File: src/sv/frlt_pkg.sv
package frlt_pkg;

    // Operand width
    localparam int VALUE_BITS = 31;
    localparam int CNT_BITS   = $clog2(VALUE_BITS);

    // Microprogram size and step labels
    localparam int PROG_LEN = 13;
    localparam int PC_BITS  = $clog2(PROG_LEN);

    typedef logic [VALUE_BITS-1:0] value_t;
    typedef logic [CNT_BITS-1:0]   cnt_t;
    typedef logic [PC_BITS-1:0]    pc_t;

    localparam pc_t PC_CHECK_DEN = pc_t'(0);
    localparam pc_t PC_CHECK_NUM = pc_t'(1);
    localparam pc_t PC_EVEN_ALL  = pc_t'(2);
    localparam pc_t PC_EVEN_A    = pc_t'(3);
    localparam pc_t PC_EVEN_B    = pc_t'(4);
    localparam pc_t PC_SUB       = pc_t'(5);
    localparam pc_t PC_INIT_N    = pc_t'(6);
    localparam pc_t PC_DIV_N     = pc_t'(7);
    localparam pc_t PC_INIT_D    = pc_t'(8);
    localparam pc_t PC_DIV_D     = pc_t'(9);
    localparam pc_t PC_DONE      = pc_t'(10);
    localparam pc_t PC_ERR       = pc_t'(11);
    localparam pc_t PC_ZERO      = pc_t'(12);

    // Datapath operations; shift operations act only when their test holds
    typedef enum logic [3:0] {
        OP_NOP,
        OP_SHIFT_ALL,
        OP_SHIFT_A,
        OP_SHIFT_B,
        OP_SUB,
        OP_DIV_INIT,
        OP_DIV_N,
        OP_DIV_D,
        OP_DONE_OK,
        OP_DONE_ERR,
        OP_DONE_ZERO
    } op_t;

    // Jump conditions, tested on register values at the start of a step
    typedef enum logic [3:0] {
        C_NEXT,
        C_ALWAYS,
        C_DEN_ZERO,
        C_NUM_ZERO,
        C_BOTH_EVEN,
        C_A_EVEN,
        C_B_EVEN,
        C_A_NE_B,
        C_CNT_MORE
    } cond_t;

    typedef struct packed {
        op_t   op;
        cond_t cond;
        pc_t   target;
    } ctrl_word_t;

    // Status from the datapath to the sequencer
    typedef struct packed {
        logic den_zero;
        logic num_zero;
        logic both_even;
        logic a_even;
        logic b_even;
        logic a_ne_b;
        logic cnt_last;
    } dp_status_t;

    typedef struct packed {
        value_t numerator_in;
        value_t denominator_in;
    } frlt_in_t;

    typedef struct packed {
        value_t numerator_out;
        value_t denominator_out;
        logic   zero_denominator;
    } frlt_out_t;

endpackage

File: src/sv/fraction_reduce_lowest_terms.sv
// Reduces a non-negative fraction to lowest terms. Drive operand and pulse start
// while busy is low; the transfer happens at that edge and busy rises. One result
// appears on result for a single cycle with done high, then stays on the port until
// the next one; the receiver cannot stall it. A zero denominator returns 0/1 with
// zero_denominator set; a zero numerator returns 0/1. Otherwise the sequencer makes
// the two checks, shifts common factors of two out of both terms, runs the binary
// GCD loop (stripping the remaining factors of two from each part, then per pass a
// subtract followed by shifts of the difference) and divides both terms by the GCD.
// The sequencer is microcoded and issues one control word per cycle to a single
// datapath shared by all steps.
module fraction_reduce_lowest_terms
    import frlt_pkg::*;
(
    input  logic      clk,
    input  logic      rst_n,
    input  logic      start,
    output logic      busy,
    input  frlt_in_t  operand,
    output logic      done,
    output frlt_out_t result
);

    pc_t        pc;
    ctrl_word_t word;
    dp_status_t status;
    logic       load;
    op_t        exec_op;

    frlt_ucode_rom u_rom (
        .pc   (pc),
        .word (word)
    );

    frlt_sequencer u_seq (
        .clk     (clk),
        .rst_n   (rst_n),
        .start   (start),
        .word    (word),
        .status  (status),
        .pc      (pc),
        .busy    (busy),
        .load    (load),
        .exec_op (exec_op),
        .done    (done)
    );

    frlt_datapath u_dp (
        .clk     (clk),
        .rst_n   (rst_n),
        .load    (load),
        .operand (operand),
        .exec_op (exec_op),
        .status  (status),
        .result  (result)
    );

`ifndef ASSERT_OFF
    // A result strobe ends the item
    a_done_idle: assert property (@(posedge clk) disable iff (!rst_n)
        done |-> !busy)
        else $error("done raised while busy");

    // A transfer starts the sequencer
    a_load_busy: assert property (@(posedge clk) disable iff (!rst_n)
        load |=> busy)
        else $error("busy not raised after transfer");

    // Binary GCD subtract only sees odd operands
    a_sub_odd: assert property (@(posedge clk) disable iff (!rst_n)
        (exec_op == OP_SUB) |-> (u_dp.a_reg[0] && u_dp.b_reg[0]))
        else $error("subtract step with even operand");

    // Denominator of a result is never zero
    a_den_nonzero: assert property (@(posedge clk) disable iff (!rst_n)
        done |-> (result.denominator_out != '0))
        else $error("zero denominator in result");
`endif

endmodule

File: src/sv/frlt_ucode_rom.sv
module frlt_ucode_rom
    import frlt_pkg::*;
(
    input  pc_t        pc,
    output ctrl_word_t word
);

    // Microprogram: binary GCD on the odd part, then divide both terms
    always_comb
    begin
        case (pc)
            PC_CHECK_DEN: word = '{op: OP_NOP,       cond: C_DEN_ZERO,  target: PC_ERR};
            PC_CHECK_NUM: word = '{op: OP_NOP,       cond: C_NUM_ZERO,  target: PC_ZERO};
            PC_EVEN_ALL:  word = '{op: OP_SHIFT_ALL, cond: C_BOTH_EVEN, target: PC_EVEN_ALL};
            PC_EVEN_A:    word = '{op: OP_SHIFT_A,   cond: C_A_EVEN,    target: PC_EVEN_A};
            PC_EVEN_B:    word = '{op: OP_SHIFT_B,   cond: C_B_EVEN,    target: PC_EVEN_B};
            PC_SUB:       word = '{op: OP_SUB,       cond: C_A_NE_B,    target: PC_EVEN_B};
            PC_INIT_N:    word = '{op: OP_DIV_INIT,  cond: C_NEXT,      target: PC_DIV_N};
            PC_DIV_N:     word = '{op: OP_DIV_N,     cond: C_CNT_MORE,  target: PC_DIV_N};
            PC_INIT_D:    word = '{op: OP_DIV_INIT,  cond: C_NEXT,      target: PC_DIV_D};
            PC_DIV_D:     word = '{op: OP_DIV_D,     cond: C_CNT_MORE,  target: PC_DIV_D};
            PC_DONE:      word = '{op: OP_DONE_OK,   cond: C_ALWAYS,    target: PC_CHECK_DEN};
            PC_ERR:       word = '{op: OP_DONE_ERR,  cond: C_ALWAYS,    target: PC_CHECK_DEN};
            PC_ZERO:      word = '{op: OP_DONE_ZERO, cond: C_ALWAYS,    target: PC_CHECK_DEN};
            default:      word = '{op: OP_DONE_ERR,  cond: C_ALWAYS,    target: PC_CHECK_DEN};
        endcase
    end

endmodule

File: src/sv/frlt_sequencer.sv
module frlt_sequencer
    import frlt_pkg::*;
(
    input  logic       clk,
    input  logic       rst_n,
    input  logic       start,
    input  ctrl_word_t word,
    input  dp_status_t status,
    output pc_t        pc,
    output logic       busy,
    output logic       load,
    output op_t        exec_op,
    output logic       done
);

    pc_t  pc_reg;
    pc_t  pc_next;
    logic busy_reg;
    logic busy_next;
    logic done_reg;
    logic done_next;
    logic cond_met;
    logic finish;

    assign load    = start && !busy_reg;
    assign exec_op = busy_reg ? word.op : OP_NOP;
    assign finish  = (exec_op == OP_DONE_OK) || (exec_op == OP_DONE_ERR)
                  || (exec_op == OP_DONE_ZERO);

    // Evaluate the jump condition of the current step
    always_comb
    begin
        case (word.cond)
            C_NEXT:      cond_met = 1'b0;
            C_ALWAYS:    cond_met = 1'b1;
            C_DEN_ZERO:  cond_met = status.den_zero;
            C_NUM_ZERO:  cond_met = status.num_zero;
            C_BOTH_EVEN: cond_met = status.both_even;
            C_A_EVEN:    cond_met = status.a_even;
            C_B_EVEN:    cond_met = status.b_even;
            C_A_NE_B:    cond_met = status.a_ne_b;
            C_CNT_MORE:  cond_met = !status.cnt_last;
            default:     cond_met = 1'b0;
        endcase
    end

    // Advance the step counter, start on a transfer, stop on a done step
    always_comb
    begin
        pc_next   = pc_reg;
        busy_next = busy_reg;
        done_next = 1'b0;
        if (load)
        begin
            pc_next   = PC_CHECK_DEN;
            busy_next = 1'b1;
        end
        else if (busy_reg)
        begin
            pc_next = cond_met ? word.target : pc_reg + pc_t'(1);
            if (finish)
            begin
                busy_next = 1'b0;
                done_next = 1'b1;
                pc_next   = PC_CHECK_DEN;
            end
        end
    end

    always_ff @(posedge clk or negedge rst_n)
    begin
        if (!rst_n)
        begin
            pc_reg   <= PC_CHECK_DEN;
            busy_reg <= 1'b0;
            done_reg <= 1'b0;
        end
        else
        begin
            pc_reg   <= pc_next;
            busy_reg <= busy_next;
            done_reg <= done_next;
        end
    end

    assign pc   = pc_reg;
    assign busy = busy_reg;
    assign done = done_reg;

endmodule

File: src/sv/frlt_datapath.sv
module frlt_datapath
    import frlt_pkg::*;
(
    input  logic       clk,
    input  logic       rst_n,
    input  logic       load,
    input  frlt_in_t   operand,
    input  op_t        exec_op,
    output dp_status_t status,
    output frlt_out_t  result
);

    value_t    a_reg, a_next;
    value_t    b_reg, b_next;
    value_t    n_reg, n_next;
    value_t    d_reg, d_next;
    value_t    r_reg, r_next;
    cnt_t      cnt_reg, cnt_next;
    frlt_out_t result_reg, result_next;

    logic                  a_gt_b;
    value_t                a_minus_b;
    value_t                b_minus_a;
    logic                  div_msb;
    logic [VALUE_BITS:0]   rem_ext;
    logic [VALUE_BITS:0]   divisor_ext;
    logic [VALUE_BITS:0]   rem_diff;
    logic                  div_ge;
    value_t                div_rem;

    // Flags for the sequencer
    assign status.den_zero  = (d_reg == '0);
    assign status.num_zero  = (n_reg == '0);
    assign status.both_even = !a_reg[0] && !b_reg[0];
    assign status.a_even    = !a_reg[0];
    assign status.b_even    = !b_reg[0];
    assign status.a_ne_b    = (a_reg != b_reg);
    assign status.cnt_last  = (cnt_reg == cnt_t'(VALUE_BITS - 1));

    // Shared subtractors for the GCD step
    assign a_gt_b    = a_reg > b_reg;
    assign a_minus_b = a_reg - b_reg;
    assign b_minus_a = b_reg - a_reg;

    // One restoring division step, dividend bits shift out of n or d
    assign div_msb     = (exec_op == OP_DIV_D) ? d_reg[VALUE_BITS-1] : n_reg[VALUE_BITS-1];
    assign rem_ext     = {r_reg, div_msb};
    assign divisor_ext = {1'b0, a_reg};
    assign div_ge      = rem_ext >= divisor_ext;
    assign rem_diff    = rem_ext - divisor_ext;
    assign div_rem     = div_ge ? rem_diff[VALUE_BITS-1:0] : rem_ext[VALUE_BITS-1:0];

    // Next-value logic per operation
    always_comb
    begin
        a_next      = a_reg;
        b_next      = b_reg;
        n_next      = n_reg;
        d_next      = d_reg;
        r_next      = r_reg;
        cnt_next    = cnt_reg;
        result_next = result_reg;
        if (load)
        begin
            a_next = operand.numerator_in;
            n_next = operand.numerator_in;
            b_next = operand.denominator_in;
            d_next = operand.denominator_in;
        end
        else
        begin
            case (exec_op)
                OP_SHIFT_ALL:
                begin
                    if (status.both_even)
                    begin
                        a_next = a_reg >> 1;
                        b_next = b_reg >> 1;
                        n_next = n_reg >> 1;
                        d_next = d_reg >> 1;
                    end
                end
                OP_SHIFT_A:
                begin
                    if (status.a_even)
                    begin
                        a_next = a_reg >> 1;
                    end
                end
                OP_SHIFT_B:
                begin
                    if (status.b_even)
                    begin
                        b_next = b_reg >> 1;
                    end
                end
                OP_SUB:
                begin
                    if (a_gt_b)
                    begin
                        a_next = b_reg;
                        b_next = a_minus_b;
                    end
                    else
                    begin
                        b_next = b_minus_a;
                    end
                end
                OP_DIV_INIT:
                begin
                    r_next   = '0;
                    cnt_next = '0;
                end
                OP_DIV_N:
                begin
                    r_next   = div_rem;
                    n_next   = {n_reg[VALUE_BITS-2:0], div_ge};
                    cnt_next = cnt_reg + cnt_t'(1);
                end
                OP_DIV_D:
                begin
                    r_next   = div_rem;
                    d_next   = {d_reg[VALUE_BITS-2:0], div_ge};
                    cnt_next = cnt_reg + cnt_t'(1);
                end
                OP_DONE_OK:
                begin
                    result_next.numerator_out    = n_reg;
                    result_next.denominator_out  = d_reg;
                    result_next.zero_denominator = 1'b0;
                end
                OP_DONE_ERR:
                begin
                    result_next.numerator_out    = '0;
                    result_next.denominator_out  = value_t'(1);
                    result_next.zero_denominator = 1'b1;
                end
                OP_DONE_ZERO:
                begin
                    result_next.numerator_out    = '0;
                    result_next.denominator_out  = value_t'(1);
                    result_next.zero_denominator = 1'b0;
                end
                default:
                begin
                end
            endcase
        end
    end

    // Hold the division counter
    always_ff @(posedge clk or negedge rst_n)
    begin
        if (!rst_n)
        begin
            cnt_reg <= '0;
        end
        else
        begin
            cnt_reg <= cnt_next;
        end
    end

    // Payload registers
    always_ff @(posedge clk)
    begin
        a_reg      <= a_next;
        b_reg      <= b_next;
        n_reg      <= n_next;
        d_reg      <= d_next;
        r_reg      <= r_next;
        result_reg <= result_next;
    end

    assign result = result_reg;

endmodule
File: config.mk
export PLATFORM = sky130hd
export DESIGN_NAME = fraction_reduce_lowest_terms
export DESIGN_NICKNAME = d
export VERILOG_FILES = /design/src/sv/frlt_pkg.sv /design/src/sv/fraction_reduce_lowest_terms.sv /design/src/sv/frlt_ucode_rom.sv /design/src/sv/frlt_sequencer.sv /design/src/sv/frlt_datapath.sv
export SDC_FILE = /design/constraint.sdc
export NUM_CORES = 1
export LEC_CHECK = 0
export BUFFER_PORTS_ARGS = -buffer_cell sky130_fd_sc_hd__clkbuf_2
export CAP_MARGIN = 15
export CELL_PAD_IN_SITES_DETAIL_PLACEMENT = 0
export CELL_PAD_IN_SITES_GLOBAL_PLACEMENT = 1
export CORE_MARGIN = 4
export CORE_UTILIZATION = 48
export CTS_CLUSTER_SIZE = 25
export DETAILED_ROUTE_END_ITERATION = 7
export PLACE_DENSITY_LB_ADDON = 0.12
export SYNTH_ARGS = -nofsm -noshare
export SYNTH_HDL_FRONTEND = slang
export SYNTH_SLANG_ARGS = --single-unit
File: constraint.sdc
create_clock -name clk -period 5.32 [get_ports clk]
set_input_delay 0.266 -clock clk [delete_from_list [all_inputs] [get_ports clk]]
set_output_delay 0.266 -clock clk [all_outputs]
set_load 0.02 [all_outputs]
==> metrics.cfg, run 1 <==
[outcome]
status=finished clean

[setup_path]
cp.required_ns=5.60
cpMostUsedCell=inv_1
end_kind=register
cp.arrival_ns=5.23
crit_path_start_kind=register
critPathMaxFanout=29
path_cells=inv_1, ha_1, inv_1, mux4_2, inv_1, nand2_1, nor3_2, mux2i_1, ha_1, fa_1, nor2b_1, o21a_1, o21a_1, o31a_1, o211ai_1, nand3_1, a31oi_2, o21ai_4, buf_12, mux2_2, nor2_1
slowest_delay_ns=0.52
critical_path_class=register to register
crit_slowest_cell=mux4_2

[global_route]
antenna_found_initial=1
met3_usage_pct=4.61
top_usage_layer=met2
grtUsageMet2_pct=38.9
grt_pass1_vias=12600
grt_pass1_wl_um=72900
grt_max_degree=65
overflow=0
met1_usage_pct=38.0
grtUsageTotal_pct=25.5

[detailed_routing]
viasPerCell=5.92
first_iter_violations=1347
detail_route.wl_per_cell_um=21.2
routed_wl_um=47200
vias=13200
drc_errors=0
drt_pass1_iterations=8
ant_nets=0

[logic_synthesis]
synth_area_leader_cell=edfxtp_1
synth_top_area_share_pct=41.3
syn-num-nets=1834
ys_seq_area_share_pct=43.1
synth-simple-area-share_pct=15.9
syn-mean-instance-area_um2=9.55
synthXorXnorAreaFrac_pct=2.98
synth.cell_area_mm2=0.0158
synth_cells=1660
synth.mux.area_fraction_pct=5.43
ys_ff_latch=229
synth_top_family_by_area=compound AO/OA/AOI/OAI gates
synth_adder_area_share_pct=8.75
ys_types=72
yosys_warnings=0
synth_compound_area_share_pct=18.7
synth_top_flop_cell=edfxtp_1
synth_async_sr_flop_share_pct=4.80
synth-edff-count=218
synth_area_leaders=edfxtp_1 (41%), ha_1 (8.4%), mux2i_1 (4.9%)

[floorplanning]
fp.coreArea_mm2=0.0325
ios=130
die_h_um=190
fp.dieW_um=190
row_count=66
dieArea_mm2=0.0360
start_util_pct=48.7

[timing]
min_period_ns=4.95
tightest_slew_ns=0.911
max-slew-margin-rel_pct=38.7
slew_violations=0
setup_ws_ns=0.369
fin_crit_sh_pct=93.1
finalSetupTns_ns=0
finalClockSkew_ns=0.0277
clock.fmax_ghz=0.202
rsz0062_at_grt=false
setup_viol=0
hold_violations=0

[clock_network]
clock_sinks=229
cts_tree=built
cts_made_buffers=27
clk_path_buf_depth=3
h-tree-depth=1
clock_latency_ns=0.56
cts-root-buf=clkbuf_16
clkTransAtPathRegs_ns=0.06

[placement]
gp_congestion=0.911
dp_slack_ns=0.292
io_buffers=129
hpwl_um=36200
dpl_cell_area_mm2=0.0170

[finish]
seq_area_mm2=0.00682
multi_input_area_mm2=0.00829
finalNetCount=1935
final_common_cell=edfxtp_1
fillers=2993
num_antenna_cells=0
syn_to_final_growth_pct=13.0
fin_util_pct=55.1
final_cell_mix=edfxtp_1 (218), nand2_1 (172), nor2_1 (141)
largest_reg_flops=63
final_area_mm2=0.0179
drive_gt1_share_pct=13.3

[flow_run]
maxCapViolCount=0

[worst_hold_path]
hp-class=input pin to register

==> per-stage QoR <==
step,hold WS (ns),std cells
2_1_floorplan,-0.0296,1660
3_3_place_gp,0.171,2172
3_5_place_dp,0.170,2172
4_1_cts,0.00715,2224
5_1_grt,0.0382,2224
6_report,0.0417,2224
==> cell families after synthesis <==
logic type	Yosys count
muxes	84
AOI/OAI and AO/OA	450
xor gates and xnor gates	54
and+or+nand+nor	528
buffers and inverters	206
DFF	229
adders and majority gates	109
==> path summary, 6_finish.rpt <==
kind	end	slack [ns]	startpoint	depth (start not counted)
min in group asynchronous	u_seq.done$_DFF_PN0_	0.14	rst_n	2
worst min register to register	u_dp.cnt_reg[0]$_DFFE_PN0P_	0.54	u_dp.cnt_reg[0]$_DFFE_PN0P_	1
worst max register to register	u_dp.r_reg[7]$_SDFFCE_PP0P_	0.37	u_seq.pc[0]$_DFFE_PN0P_	21
worst min-delay path	u_dp.n_reg[14]$_DFFE_PP_	0.04	operand[45]	3
max in group asynchronous	u_dp.cnt_reg[1]$_DFFE_PN0P_	4.93	rst_n	2
worst max-delay path	u_dp.r_reg[7]$_SDFFCE_PP0P_	0.37	u_seq.pc[0]$_DFFE_PN0P_	21
==> Yosys cell counts (12+ instances only) <==
library cell	count
xor2_1	22
nand3_1	28
nand4_1	21
a211oi_1	12
o21ai_0	102
nor2b_1	72
nand2_1	174
inv_1	119
ha_1	106
nor2_1	142
o21a_1	12
a21oi_1	107
a221oi_1	26
nor3_1	19
mux2i_1	77
o21bai_1	13
buf_2	23
a21o_1	55
xnor2_1	32
edfxtp_1	218
nor4_1	19
a31oi_1	31
clkbuf_1	59
a222oi_1	29
==> critical path: cells and delay by family, from the launching register on <==
| kind | cells | cell delay, ns |
|---|---|---|
| adders and majority gates | 3 | 0.61 |
| muxes | 3 | 1.06 |
| and+or+nand+nor | 5 | 0.58 |
| DFF | 1 | 0.37 |
| AOI/OAI and AO/OA | 6 | 1.42 |
| buffers and inverters | 4 | 0.63 |
==> repair_timing <==
| item | in CTS | in global routing |
|---|---|---|
| resized for setup | 0 | 2 |
| hold endpoints to repair | 12 | 0 |
| setup buffers | 0 | 0 |
| hold buffers | 2 | 0 |
| setup endpoints to repair | 0 | 19 |
==> cell type report <==
cell class	instances	area share (%)
timing repair buffer	159	4.96
multi-input combinational	1225	46.3
sequential	229	38.1
clock buffer	29	3.81
tap	442	3.09
inverter	119	2.49
clock inverter	21	1.26
==> layer usage <==
metal	wire length [um]	part of all wire [%]	up-vias
met2	20600	44	549
met3	3850	8.2	60
met1	21700	46	6266
li1	-	-	6286
met4	1020	2.2	2
met5	12	0.025	-
Power of run 1 is left out: the tool's default activity adds up to more than one toggle a clock period on the data nets, which glitch-free logic cannot reach.
==> inputs of run 2 (changes only) <==
- REMOVE_ABC_BUFFERS: default -> 1
==> run 2 against run 1 <==
Against the previous run:
- via count about the same
- design area down 0.29%
- non-clock buffer count up 2
- critical endpoint unchanged
- final cell count about the same
- count of clock-buffer cells in the layout unchanged
- setup slack better by 0.044 ns
- critical path depth up 2
- core utilization down 0.16 points
- register-to-register slack better by 0.04 ns
- clock skew down 0.0029 ns
- highest routed layer unchanged
- wire length down 0.70%
==> metrics.cfg, run 2 (synthesized netlist as in run 1, its figures left out) <==
[setup_path]
end_kind=register
critPathMaxFanout=19  ; -34%
cp.required_ns=5.73  ; +0.13 ns
regToRegSetupSlack_ns=0.41  ; +0.04 ns
cp.arrival_ns=5.32  ; +0.09 ns
rr_startpoint=u_seq.pc[0]$_DFFE_PN0P_
critical_path_class=register to register
crit_path_start_kind=register
cp-startpoint=u_seq.pc[0]$_DFFE_PN0P_

[timing]
setup_viol=0  ; unchanged
min_period_ns=4.91  ; -0.0438 ns
max-slew-margin-rel_pct=40.7  ; +2.0 points
rsz0062_at_grt=false
finalClockSkew_ns=0.0248  ; -0.00290 ns
fin_crit_sh_pct=92.2  ; -0.82 points
finalSetupTns_ns=0  ; unchanged
clock.fmax_ghz=0.204  ; +0.89%
hold_violations=0  ; unchanged
tightest_slew_ns=0.885  ; -0.0259 ns
slew_violations=0  ; unchanged

[global_route]
top_usage_layer=met2
met3_usage_pct=3.65  ; -0.95 points
grtUsageMet2_pct=40.4  ; +1.5 points
overflow=0  ; unchanged
antenna_found_initial=1  ; unchanged
grt_pass1_wl_um=72700  ; -0.32%
met1_usage_pct=37.5  ; -0.58 points
grt_max_degree=68  ; +4.6%
grt_pass1_vias=12600  ; -0.063%
grtUsageTotal_pct=25.3  ; -0.16 points

[finish]
final_area_mm2=0.0179  ; -0.29%
final_cell_mix=edfxtp_1 (218), nand2_1 (172), nor2_1 (141)
num_antenna_cells=0  ; unchanged
final_common_cell=edfxtp_1
syn_to_final_growth_pct=12.7
finalNonFillerCells=2225  ; +0.045%
fin_util_pct=54.9  ; -0.16 points
finalNetCount=1937  ; +0.10%
largest_reg_flops=63  ; unchanged
drive_gt1_share_pct=13.5  ; +0.22 points

[placement]
dpl_cell_area_mm2=0.0170  ; about the same
dp.cells=2174  ; +0.092%
hpwl_um=36000  ; -0.36%
gp_congestion=0.920  ; +0.94%
io_buffers=129  ; unchanged

[detailed_routing]
detail_route.wl_per_cell_um=21.1  ; -0.75%
drc_errors=0  ; unchanged
vias=13200  ; -0.099%
first_iter_violations=1341  ; -0.45%
drt_pass1_iterations=7  ; -1
routed_wl_um=46900  ; -0.70%
viasPerCell=5.91  ; -0.14%
ant_nets=0  ; unchanged

[clock_network]
clock_sinks=229  ; unchanged
clock_latency_ns=0.55  ; about the same
h-tree-depth=1  ; unchanged
clk_path_buf_depth=3  ; unchanged
cts-root-buf=clkbuf_16
cts_tree=built
cts_made_buffers=27  ; unchanged
clkTransAtPathRegs_ns=0.06  ; about the same

[floorplanning]
fp.dieW_um=190  ; unchanged
fp.coreArea_mm2=0.0325  ; unchanged
ios=130  ; unchanged
start_util_pct=48.7  ; unchanged
dieArea_mm2=0.0360  ; unchanged
die_h_um=190  ; unchanged
row_count=66  ; unchanged

[worst_hold_path]
hp-class=input pin to register
min-delay-start=operand[0]

[outcome]
status=finished clean

[flow_run]
maxCapViolCount=0  ; unchanged

[run 2: path summary, 6_finish.rpt]
kind                                          endpoint  cells after the start
max                        u_dp.r_reg[7]$_SDFFCE_PP0P_                     23
min in group asynchronous         u_seq.done$_DFF_PN0_                      2
max reg2reg                u_dp.r_reg[7]$_SDFFCE_PP0P_                     23
min reg2reg                u_dp.cnt_reg[0]$_DFFE_PN0P_                      1
min                            u_dp.d_reg[0]$_DFFE_PP_                      3
max in group asynchronous      u_seq.pc[0]$_DFFE_PN0P_                      2
[run 2: area by class of cell]
| class | instances | area [um^2] |
|---|---|---|
| tap | 442 | 553 |
| fill | 3047 | 14700 |
| timing repair buffer | 161 | 888 |
| sequential | 229 | 6820 |
| multi-input combinational | 1225 | 8290 |
| clock buffer | 29 | 683 |
| inverter | 119 | 447 |
| clock inverter | 20 | 179 |
[run 2: what timing repair did]
action / in CTS / in global routing
hold buffers: 1 / 0
endpoints found under the hold margin: 11 / 0
buffers inserted: 0 / 1
endpoints found under the setup margin: 0 / 33
gates resized for setup: 0 / 3
[run 2: worst max-delay path: stages, from the launching register on]
cell and delay, ns:
dfrtp_2 0.45, inv_1 0.17, ha_1 0.17, inv_1 0.04, mux4_2 0.52, inv_2 0.13
nand2_1 0.09, nor3_2 0.28, mux2i_1 0.15, ha_1 0.25, fa_1 0.41, nor2b_1 0.13
o21a_1 0.14, o21a_1 0.17, o31a_1 0.16, o211ai_1 0.09, buf_4 0.16, nand3_1 0.07
a31oi_1 0.08, buf_4 0.16, o21ai_4 0.14, buf_4 0.32, mux2_2 0.37, nor2_1 0.08
[run 2: layer usage]
| layer | part of all wire [%] | wire length (um) |
|---|---|---|
| met1 | 47 | 22100 |
| met4 | 1.5 | 704 |
| met3 | 6.4 | 3010 |
| met5 | 0.028 | 13 |
| met2 | 45 | 21100 |
[run 2: through the flow]
stage | hold slack, ns | worst slack [ns]
floorplan | -0.0296 | -2.60
global placement | 0.167 | 0.420
detailed placement | 0.171 | 0.220
CTS | 0.0152 | 0.216
global route | 0.0601 | 0.0408
finish | 0.0465 | 0.413
Power of run 2 is left out for the same reason.
